[config.mk]
export PLATFORM = sky130hd
export DESIGN_NAME = memory_tiered_least_loaded_dispatch_unit
export DESIGN_NICKNAME = d
export VERILOG_FILES = /design/src/sv/mtld_pkg.sv /design/src/sv/mtld_front.sv /design/src/sv/mtld_queue.sv /design/src/sv/mtld_back.sv /design/src/sv/memory_tiered_least_loaded_dispatch_unit.sv
export SDC_FILE = /design/constraint.sdc
export NUM_CORES = 1
export LEC_CHECK = 0
export BUFFER_PORTS_ARGS = -buffer_cell sky130_fd_sc_hd__clkbuf_2
export CORE_MARGIN = 3
export CORE_UTILIZATION = 60
export CTS_BUF_LIST = sky130_fd_sc_hd__clkbuf_4 sky130_fd_sc_hd__clkbuf_8 sky130_fd_sc_hd__clkbuf_16
export DETAILED_ROUTE_END_ITERATION = 8
export GPL_ROUTABILITY_DRIVEN = 1
export HOLD_SLACK_MARGIN = 0.12
export PLACE_DENSITY = 0.83
export SYNTH_ARGS = -nofsm -noshare
export SYNTH_HDL_FRONTEND = slang
export SYNTH_SLANG_ARGS = --single-unit
[constraint.sdc]
create_clock -name clk_i -period 27.6 [get_ports clk_i]
set_input_delay 2.76 -clock clk_i [delete_from_list [all_inputs] [get_ports clk_i]]
set_output_delay 2.76 -clock clk_i [all_outputs]
set_load 0.02 [all_outputs]
[src/sv/mtld_pkg.sv]
package mtld_pkg;

  localparam int NumProc = 5;
  localparam int ProcW   = $clog2(NumProc);
  localparam int MaxJobs = 256;
  localparam int CountW  = 9;
  localparam int LoadW   = 32;
  localparam int CyclesW = 24;
  localparam int MemW    = 16;
  localparam int QDepth  = 2;
  localparam int QPtrW   = $clog2(QDepth);
  localparam int QCntW   = $clog2(QDepth + 1);

  localparam int CountCapInt = (MaxJobs < 511) ? MaxJobs : 511;
  localparam logic [CountW-1:0] CountCap = CountW'(CountCapInt);
  localparam logic [ProcW-1:0]  LastProc = ProcW'(NumProc - 1);

  localparam logic [1:0]  CfgHighThr   = 2'd0;
  localparam logic [1:0]  CfgMidThr    = 2'd1;
  localparam logic [1:0]  CfgMidFirst  = 2'd2;

  localparam logic [15:0] HighThrReset  = 16'd2000;
  localparam logic [15:0] MidThrReset   = 16'd1000;
  localparam logic [2:0]  MidFirstReset = 3'd2;

  typedef enum logic [1:0] {
    TierLow  = 2'd0,
    TierMid  = 2'd1,
    TierHigh = 2'd2
  } tier_e;

  typedef struct packed {
    logic [CyclesW-1:0] job_cycles;
    logic [MemW-1:0]    job_memory;
  } job_in_t;

  typedef struct packed {
    logic [2:0]        assigned_processor;
    tier_e             memory_tier;
    logic [LoadW-1:0]  new_load;
    logic [CountW-1:0] jobs_on_processor;
  } job_out_t;

  typedef struct packed {
    logic [CyclesW-1:0] cycles;
    tier_e              tier;
    logic [ProcW-1:0]   first;
  } task_t;

endpackage

[src/sv/mtld_front.sv]
module mtld_front
  import mtld_pkg::*;
(
  input  logic          clk_i,
  input  logic          rst_ni,
  input  logic          cfg_we_i,
  input  logic [1:0]    cfg_idx_i,
  input  logic [15:0]   cfg_wdata_i,
  input  logic          in_valid_i,
  output logic          in_ready_o,
  input  job_in_t       in_item_i,
  output logic          push_valid_o,
  input  logic          push_ready_i,
  output task_t         push_data_o
);

  logic [15:0] high_thr_q;
  logic [15:0] mid_thr_q;
  logic [2:0]  mid_first_q;
  logic [ProcW-1:0] mid_clamped;

  always_ff @(posedge clk_i or negedge rst_ni) begin
    if (!rst_ni) begin
      high_thr_q  <= HighThrReset;
      mid_thr_q   <= MidThrReset;
      mid_first_q <= MidFirstReset;
    end else if (cfg_we_i) begin
      case (cfg_idx_i)
        CfgHighThr:  high_thr_q  <= cfg_wdata_i;
        CfgMidThr:   mid_thr_q   <= cfg_wdata_i;
        CfgMidFirst: mid_first_q <= cfg_wdata_i[2:0];
        default: ;
      endcase
    end
  end

  assign mid_clamped = (32'(mid_first_q) >= NumProc) ? LastProc : ProcW'(mid_first_q);

  always_comb begin
    push_data_o.cycles = in_item_i.job_cycles;
    if (in_item_i.job_memory > high_thr_q) begin
      push_data_o.tier  = TierHigh;
      push_data_o.first = LastProc;
    end else if (in_item_i.job_memory > mid_thr_q) begin
      push_data_o.tier  = TierMid;
      push_data_o.first = mid_clamped;
    end else begin
      push_data_o.tier  = TierLow;
      push_data_o.first = '0;
    end
  end

  assign push_valid_o = in_valid_i;
  assign in_ready_o   = push_ready_i;

endmodule

[src/sv/mtld_queue.sv]
module mtld_queue
  import mtld_pkg::*;
(
  input  logic  clk_i,
  input  logic  rst_ni,
  input  logic  push_valid_i,
  output logic  push_ready_o,
  input  task_t push_data_i,
  output logic  pop_valid_o,
  input  logic  pop_ready_i,
  output task_t pop_data_o
);

  task_t             mem_q [QDepth];
  logic [QPtrW-1:0]  wr_ptr_q, rd_ptr_q;
  logic [QCntW-1:0]  cnt_q;
  logic              push, pop;

  assign push_ready_o = (cnt_q != QCntW'(QDepth));
  assign pop_valid_o  = (cnt_q != '0);
  assign push         = push_valid_i && push_ready_o;
  assign pop          = pop_valid_o && pop_ready_i;
  assign pop_data_o   = mem_q[rd_ptr_q];

  always_ff @(posedge clk_i) begin
    if (push) begin
      mem_q[wr_ptr_q] <= push_data_i;
    end
  end

  always_ff @(posedge clk_i or negedge rst_ni) begin
    if (!rst_ni) begin
      wr_ptr_q <= '0;
      rd_ptr_q <= '0;
      cnt_q    <= '0;
    end else begin
      if (push) begin
        wr_ptr_q <= (32'(wr_ptr_q) == QDepth - 1) ? '0 : wr_ptr_q + 1'b1;
      end
      if (pop) begin
        rd_ptr_q <= (32'(rd_ptr_q) == QDepth - 1) ? '0 : rd_ptr_q + 1'b1;
      end
      if (push && !pop) begin
        cnt_q <= cnt_q + 1'b1;
      end else if (pop && !push) begin
        cnt_q <= cnt_q - 1'b1;
      end
    end
  end

endmodule

[src/sv/mtld_back.sv]
module mtld_back
  import mtld_pkg::*;
(
  input  logic     clk_i,
  input  logic     rst_ni,
  input  logic     pop_valid_i,
  output logic     pop_ready_o,
  input  task_t    pop_data_i,
  output logic     out_valid_o,
  input  logic     out_ready_i,
  output job_out_t out_item_o
);

  logic [LoadW-1:0]  load_q  [NumProc];
  logic [CountW-1:0] count_q [NumProc];
  logic              out_valid_q;
  job_out_t          out_item_q;

  logic [ProcW-1:0]  best;
  logic [LoadW-1:0]  best_load;
  logic [LoadW:0]    sum;
  logic [LoadW-1:0]  load_new;
  logic [CountW-1:0] count_new;
  logic              pop;

  // least-loaded search from the first allowed index, lowest index wins ties
  always_comb begin
    best      = pop_data_i.first;
    best_load = '1;
    for (int k = 0; k < NumProc; k++) begin
      if (ProcW'(k) >= pop_data_i.first && load_q[k] < best_load) begin
        best      = ProcW'(k);
        best_load = load_q[k];
      end
    end
  end

  assign sum       = {1'b0, load_q[best]} + (LoadW+1)'(pop_data_i.cycles);
  assign load_new  = sum[LoadW] ? '1 : sum[LoadW-1:0];
  assign count_new = (count_q[best] < CountCap) ? count_q[best] + 1'b1 : count_q[best];

  assign pop_ready_o = !out_valid_q || out_ready_i;
  assign pop         = pop_valid_i && pop_ready_o;

  always_ff @(posedge clk_i or negedge rst_ni) begin
    if (!rst_ni) begin
      for (int k = 0; k < NumProc; k++) begin
        load_q[k]  <= '0;
        count_q[k] <= '0;
      end
      out_valid_q <= 1'b0;
    end else begin
      if (pop) begin
        load_q[best]  <= load_new;
        count_q[best] <= count_new;
        out_valid_q   <= 1'b1;
      end else if (out_ready_i) begin
        out_valid_q <= 1'b0;
      end
    end
  end

  always_ff @(posedge clk_i) begin
    if (pop) begin
      out_item_q.assigned_processor <= 3'(best);
      out_item_q.memory_tier        <= pop_data_i.tier;
      out_item_q.new_load           <= load_new;
      out_item_q.jobs_on_processor  <= count_new;
    end
  end

  assign out_valid_o = out_valid_q;
  assign out_item_o  = out_item_q;

endmodule

[src/sv/memory_tiered_least_loaded_dispatch_unit.sv]
// Places one job per clock, when not stalled, on the least-loaded of five processors, by
// memory tier: above the high threshold a job goes to the last processor, above the mid
// threshold to the least-loaded from the configured first index, else to the least-loaded
// overall, lowest index on ties. Loads and job counts saturate. The job rate is set by the
// combinational search and add and the registered write-back of the load table in the back
// stage; a taken job is registered in the queue, then in the output register. A two-entry
// queue sits between the classifying front and the back stage. Registers: 0 high threshold,
// 1 mid threshold, 2 first processor for mid jobs; write them only while no job is in flight.
module memory_tiered_least_loaded_dispatch_unit
  import mtld_pkg::*;
(
  input  logic     clk_i,
  input  logic     rst_ni,
  input  logic     cfg_we_i,
  input  logic [1:0]  cfg_idx_i,
  input  logic [15:0] cfg_wdata_i,
  input  logic     in_valid_i,
  output logic     in_ready_o,
  input  job_in_t  in_item_i,
  output logic     out_valid_o,
  input  logic     out_ready_i,
  output job_out_t out_item_o
);

  logic  push_valid, push_ready, pop_valid, pop_ready;
  task_t push_data, pop_data;

  mtld_front u_front (
    .clk_i        (clk_i),
    .rst_ni       (rst_ni),
    .cfg_we_i     (cfg_we_i),
    .cfg_idx_i    (cfg_idx_i),
    .cfg_wdata_i  (cfg_wdata_i),
    .in_valid_i   (in_valid_i),
    .in_ready_o   (in_ready_o),
    .in_item_i    (in_item_i),
    .push_valid_o (push_valid),
    .push_ready_i (push_ready),
    .push_data_o  (push_data)
  );

  mtld_queue u_queue (
    .clk_i        (clk_i),
    .rst_ni       (rst_ni),
    .push_valid_i (push_valid),
    .push_ready_o (push_ready),
    .push_data_i  (push_data),
    .pop_valid_o  (pop_valid),
    .pop_ready_i  (pop_ready),
    .pop_data_o   (pop_data)
  );

  mtld_back u_back (
    .clk_i       (clk_i),
    .rst_ni      (rst_ni),
    .pop_valid_i (pop_valid),
    .pop_ready_o (pop_ready),
    .pop_data_i  (pop_data),
    .out_valid_o (out_valid_o),
    .out_ready_i (out_ready_i),
    .out_item_o  (out_item_o)
  );

endmodule

==> flow_summary_export.csv <==
group,metric,value,unit
outcome,status,"finished, final reports clean",
route,dr_total_vias,17750,
global_routing,total_routing_resource_utilization_after_global_routing,33.32,%
timing,worst_clock_skew,0.02372,ns
logic_synthesis,synth.area.top_cells,"dfrtp_1, edfxtp_1, ha_1",
worst_setup_path,cp_data_required_time,28.07,ns
timing,timing.setup.tns,0,ns
clocking,clock-root-buffer,"clkbuf_16",
global_routing,grt_first_pass_wirelength,96410,um
clocking,cts_setup_buffers,0,
logic_synthesis,netlist_instances,2218,
route,drc,0,
worst_setup_path,crit_top_cell,"a21o_1",
logic_synthesis,synth_edf_count,104,
timing,report.final.slew_viol_count,0,
place,placed_cell_area,21930,um2
clocking,ctsResizeCount,0,
clocking,cts_inserted_buffers,39,
floorplanning,core.rowCount,67,
logic_synthesis,synth_async_sr_flop_share,70.20,%
worst_setup_path,crit_path_top_delay_cell,"and4_1",
logic_synthesis,post_synth.cell_area_avg,9.445,um2
job,max-cap-violations,0,
final_layout,drive_gt1_share,14.89,%
global_routing,grt_max_degree,167,
logic_synthesis,ys_ff_latch,349,
worst_setup_path,crit_buf_inv,10,
logic_synthesis,yosys_warnings,0,
clocking,worst_skew_pair.late_latency,0.58,ns
route,aggregate_routed_wire_length,60720,um
logic_synthesis,synthMostInstantiatedCell,"nand2_1",
worst_setup_path,critPathArrivalTime,21.03,ns
timing,clock.fmax,0.04865,GHz
timing,finalCritPeriodShare,74.47,%
worst_setup_path,worstSetupEndpointType,"register",
worst_setup_path,slowest_delay,1.05,ns
logic_synthesis,syn-cell-area,20950,um2
timing,post-route-worst-setup-slack,7.045,ns
floorplanning,chipWidth,192.9,um
timing,pin_slew_with_the_least_headroom_to_its_limit,1.239,ns
route,detail_route.first_pass.iterations,6,
logic_synthesis,yosysSeqAreaShare,44.25,%
final_layout,n_fill_cell,2624,
clocking,clock_sinks,349,
place,detailedPlace.worstSlack,7.427,ns
final_layout,area.growth.synth_to_final,11.01,%
route,routedWlPerCell,21.96,um
final_layout,final_nets,2528,
global_routing,grt_antenna_before_repair,1,
logic_synthesis,synth.net_count,2460,
logic_synthesis,post-synth-top-area-cell,"dfrtp_1",
timing,max-slew-margin-rel,17.37,%
worst_setup_path,timing.critical_path.fanout_max,77,
floorplanning,floorplan.initialDensity,61.71,%
timing,rsz0062_at_grt,"no",
clocking,clockBufferDepth,3,
logic_synthesis,synth_ff_type,"dfrtp_1",
floorplanning,die-height,192.9,um
final_layout,postLayoutCellArea,23260,um2
logic_synthesis,yosys.area.top_type_share,27.71,%
global_routing,vias_in_the_first_global_route,17660,
route,drt_first_iter_violations,1998,
logic_synthesis,synth_commonest_cells,"nand2_1, o21ai_0, dfrtp_1",
place,buffer_ports.inserted,110,
floorplanning,coreArea,33950,um2
worst_setup_path,critPathKind,"register to register",
worst_setup_path,worst_path_dominant_cell_family,"compound AO/OA/AOI/OAI gates",
floorplanning,io-pin-count,111,
clocking,clock_transition_at_the_register_clock_pins_on_the_worst_setup_and_hold_paths_after_cts,0.06,ns
global_routing,remaining_overflow_grt,0,
logic_synthesis,distinct_cell_type_count_after_synthesis,86,
place,dp_hpwl,42550,um
floorplanning,fp.dieArea,37200,um2
worst_hold_path,hp-class,"register to register",
timing,report.final.setup_viol,0,
route,antenna_violating_nets_post_route,0,
clocking,clock_tree.htree_level_count,2,
worst_setup_path,critical_path.startpoint_type,"register",
clocking,post_cts_hold_buffer_count,0,
timing,post-route-min-period,20.56,ns
final_layout,count_of_inserted_antenna_diode_cells,0,
route,detail_route.vias_per_cell,6.421,
place,gp_congestion,1.005,
clocking,tritoncts,"built",
timing,hold_viol,0,
-- cells in the final DEF (no fill, tap or decap), drive strengths merged, types with 28 or more instances in the layout --
cell type / Yosys / routed
nand3: 59 / 59
edfxtp: 104 / 104
a21o: 46 / 46
buf: 19 / 28
clkbuf: 91 / 165
nand2: 359 / 359
nand4: 39 / 39
mux2: 90 / 90
a21oi: 105 / 105
dfrtp: 232 / 232
o21ai: 256 / 256
nor2: 136 / 136
inv: 121 / 123
o211ai: 33 / 33
ha: 178 / 178
-- metrics by stage --
stage               utilization (%)  std cells  hold slack (ns)
floorplan                         -       2218           0.4418
global route                  68.50       2765           0.4940
CTS                           68.50       2765           0.4738
global placement              64.61       2693           0.4543
finish                        68.50       2765           0.4763
detailed placement            64.61       2693           0.4597
-- worst min-delay path: cells and delay by family, from the launching register on --
kind | cells | cell delay, ns
AO/OA/AOI/OAI | 1 | 0.06
AND/OR/NAND/NOR | 1 | 0.05
flip-flops | 1 | 0.33
-- logic make-up after synthesis --
kind of cell	count (synthesis)	synth area share [%]
AOI/OAI and AO/OA	607	18.29
xor gates and xnor gates	36	1.505
adders and majority gates	180	10.77
buffers and inverters	231	4.252
DFF	349	44.25
muxes	109	5.745
and+or+nand+nor	706	15.19
-- area by class of cell --
type                       instances  area, um2  area share [%]
multi-input combinational       1638      10870           46.76
sequential                       349       9270           39.86
clock buffer                      56       1140           4.901
timing repair buffer             137      775.7           3.336
tap                              448      560.5           2.410
inverter                         121      454.2           1.953
clock inverter                    16      181.4          0.7801
-- sequential cells by signal, summed over array words and instances (netlist names) --
name / cells
u_back.load_q: 160
u_queue.mem_q: 58
u_back.out_item_o: 46
u_back.count_q: 45
u_front.high_thr_q: 16
u_front.mid_thr_q: 16
u_front.mid_first_q: 3
u_queue.cnt_q: 2
u_back.out_valid_o: 1
u_queue.rd_ptr_q: 1
u_queue.wr_ptr_q: 1
-- metal layers --
| metal | track usage, % | vias up | wire (um) |
|---|---|---|---|
| met3 | 6.285 | 135 | 5383 |
| met1 | 45.67 | 8652 | 25270 |
| met2 | 53.51 | 799 | 28340 |
| met4 | 11.32 | 0 | 1725 |
| met5 | 0 | - | 0 |
| li1 | - | 8168 | - |
-- worst paths after layout --
kind | start | endpoint | slack (ns) | cells past startpoint
max in group asynchronous | rst_ni | u_back.load_q[35]$_DFFE_PN0P_ | 24.09 | 2
max | u_queue.rd_ptr_q$_DFFE_PN0P_ | u_back.load_q[102]$_DFFE_PN0P_ | 7.04 | 71
min | u_back.count_q[25]$_DFFE_PN0P_ | u_back.count_q[25]$_DFFE_PN0P_ | 0.48 | 2
max reg2reg | u_queue.rd_ptr_q$_DFFE_PN0P_ | u_back.load_q[102]$_DFFE_PN0P_ | 7.04 | 71
min reg2reg | u_back.count_q[25]$_DFFE_PN0P_ | u_back.count_q[25]$_DFFE_PN0P_ | 0.48 | 2
min in group asynchronous | rst_ni | u_back.load_q[52]$_DFFE_PN0P_ | 2.15 | 1
Power is not shown: default switching activity piles up to over one toggle a cycle in this logic, so the estimate is an artifact.
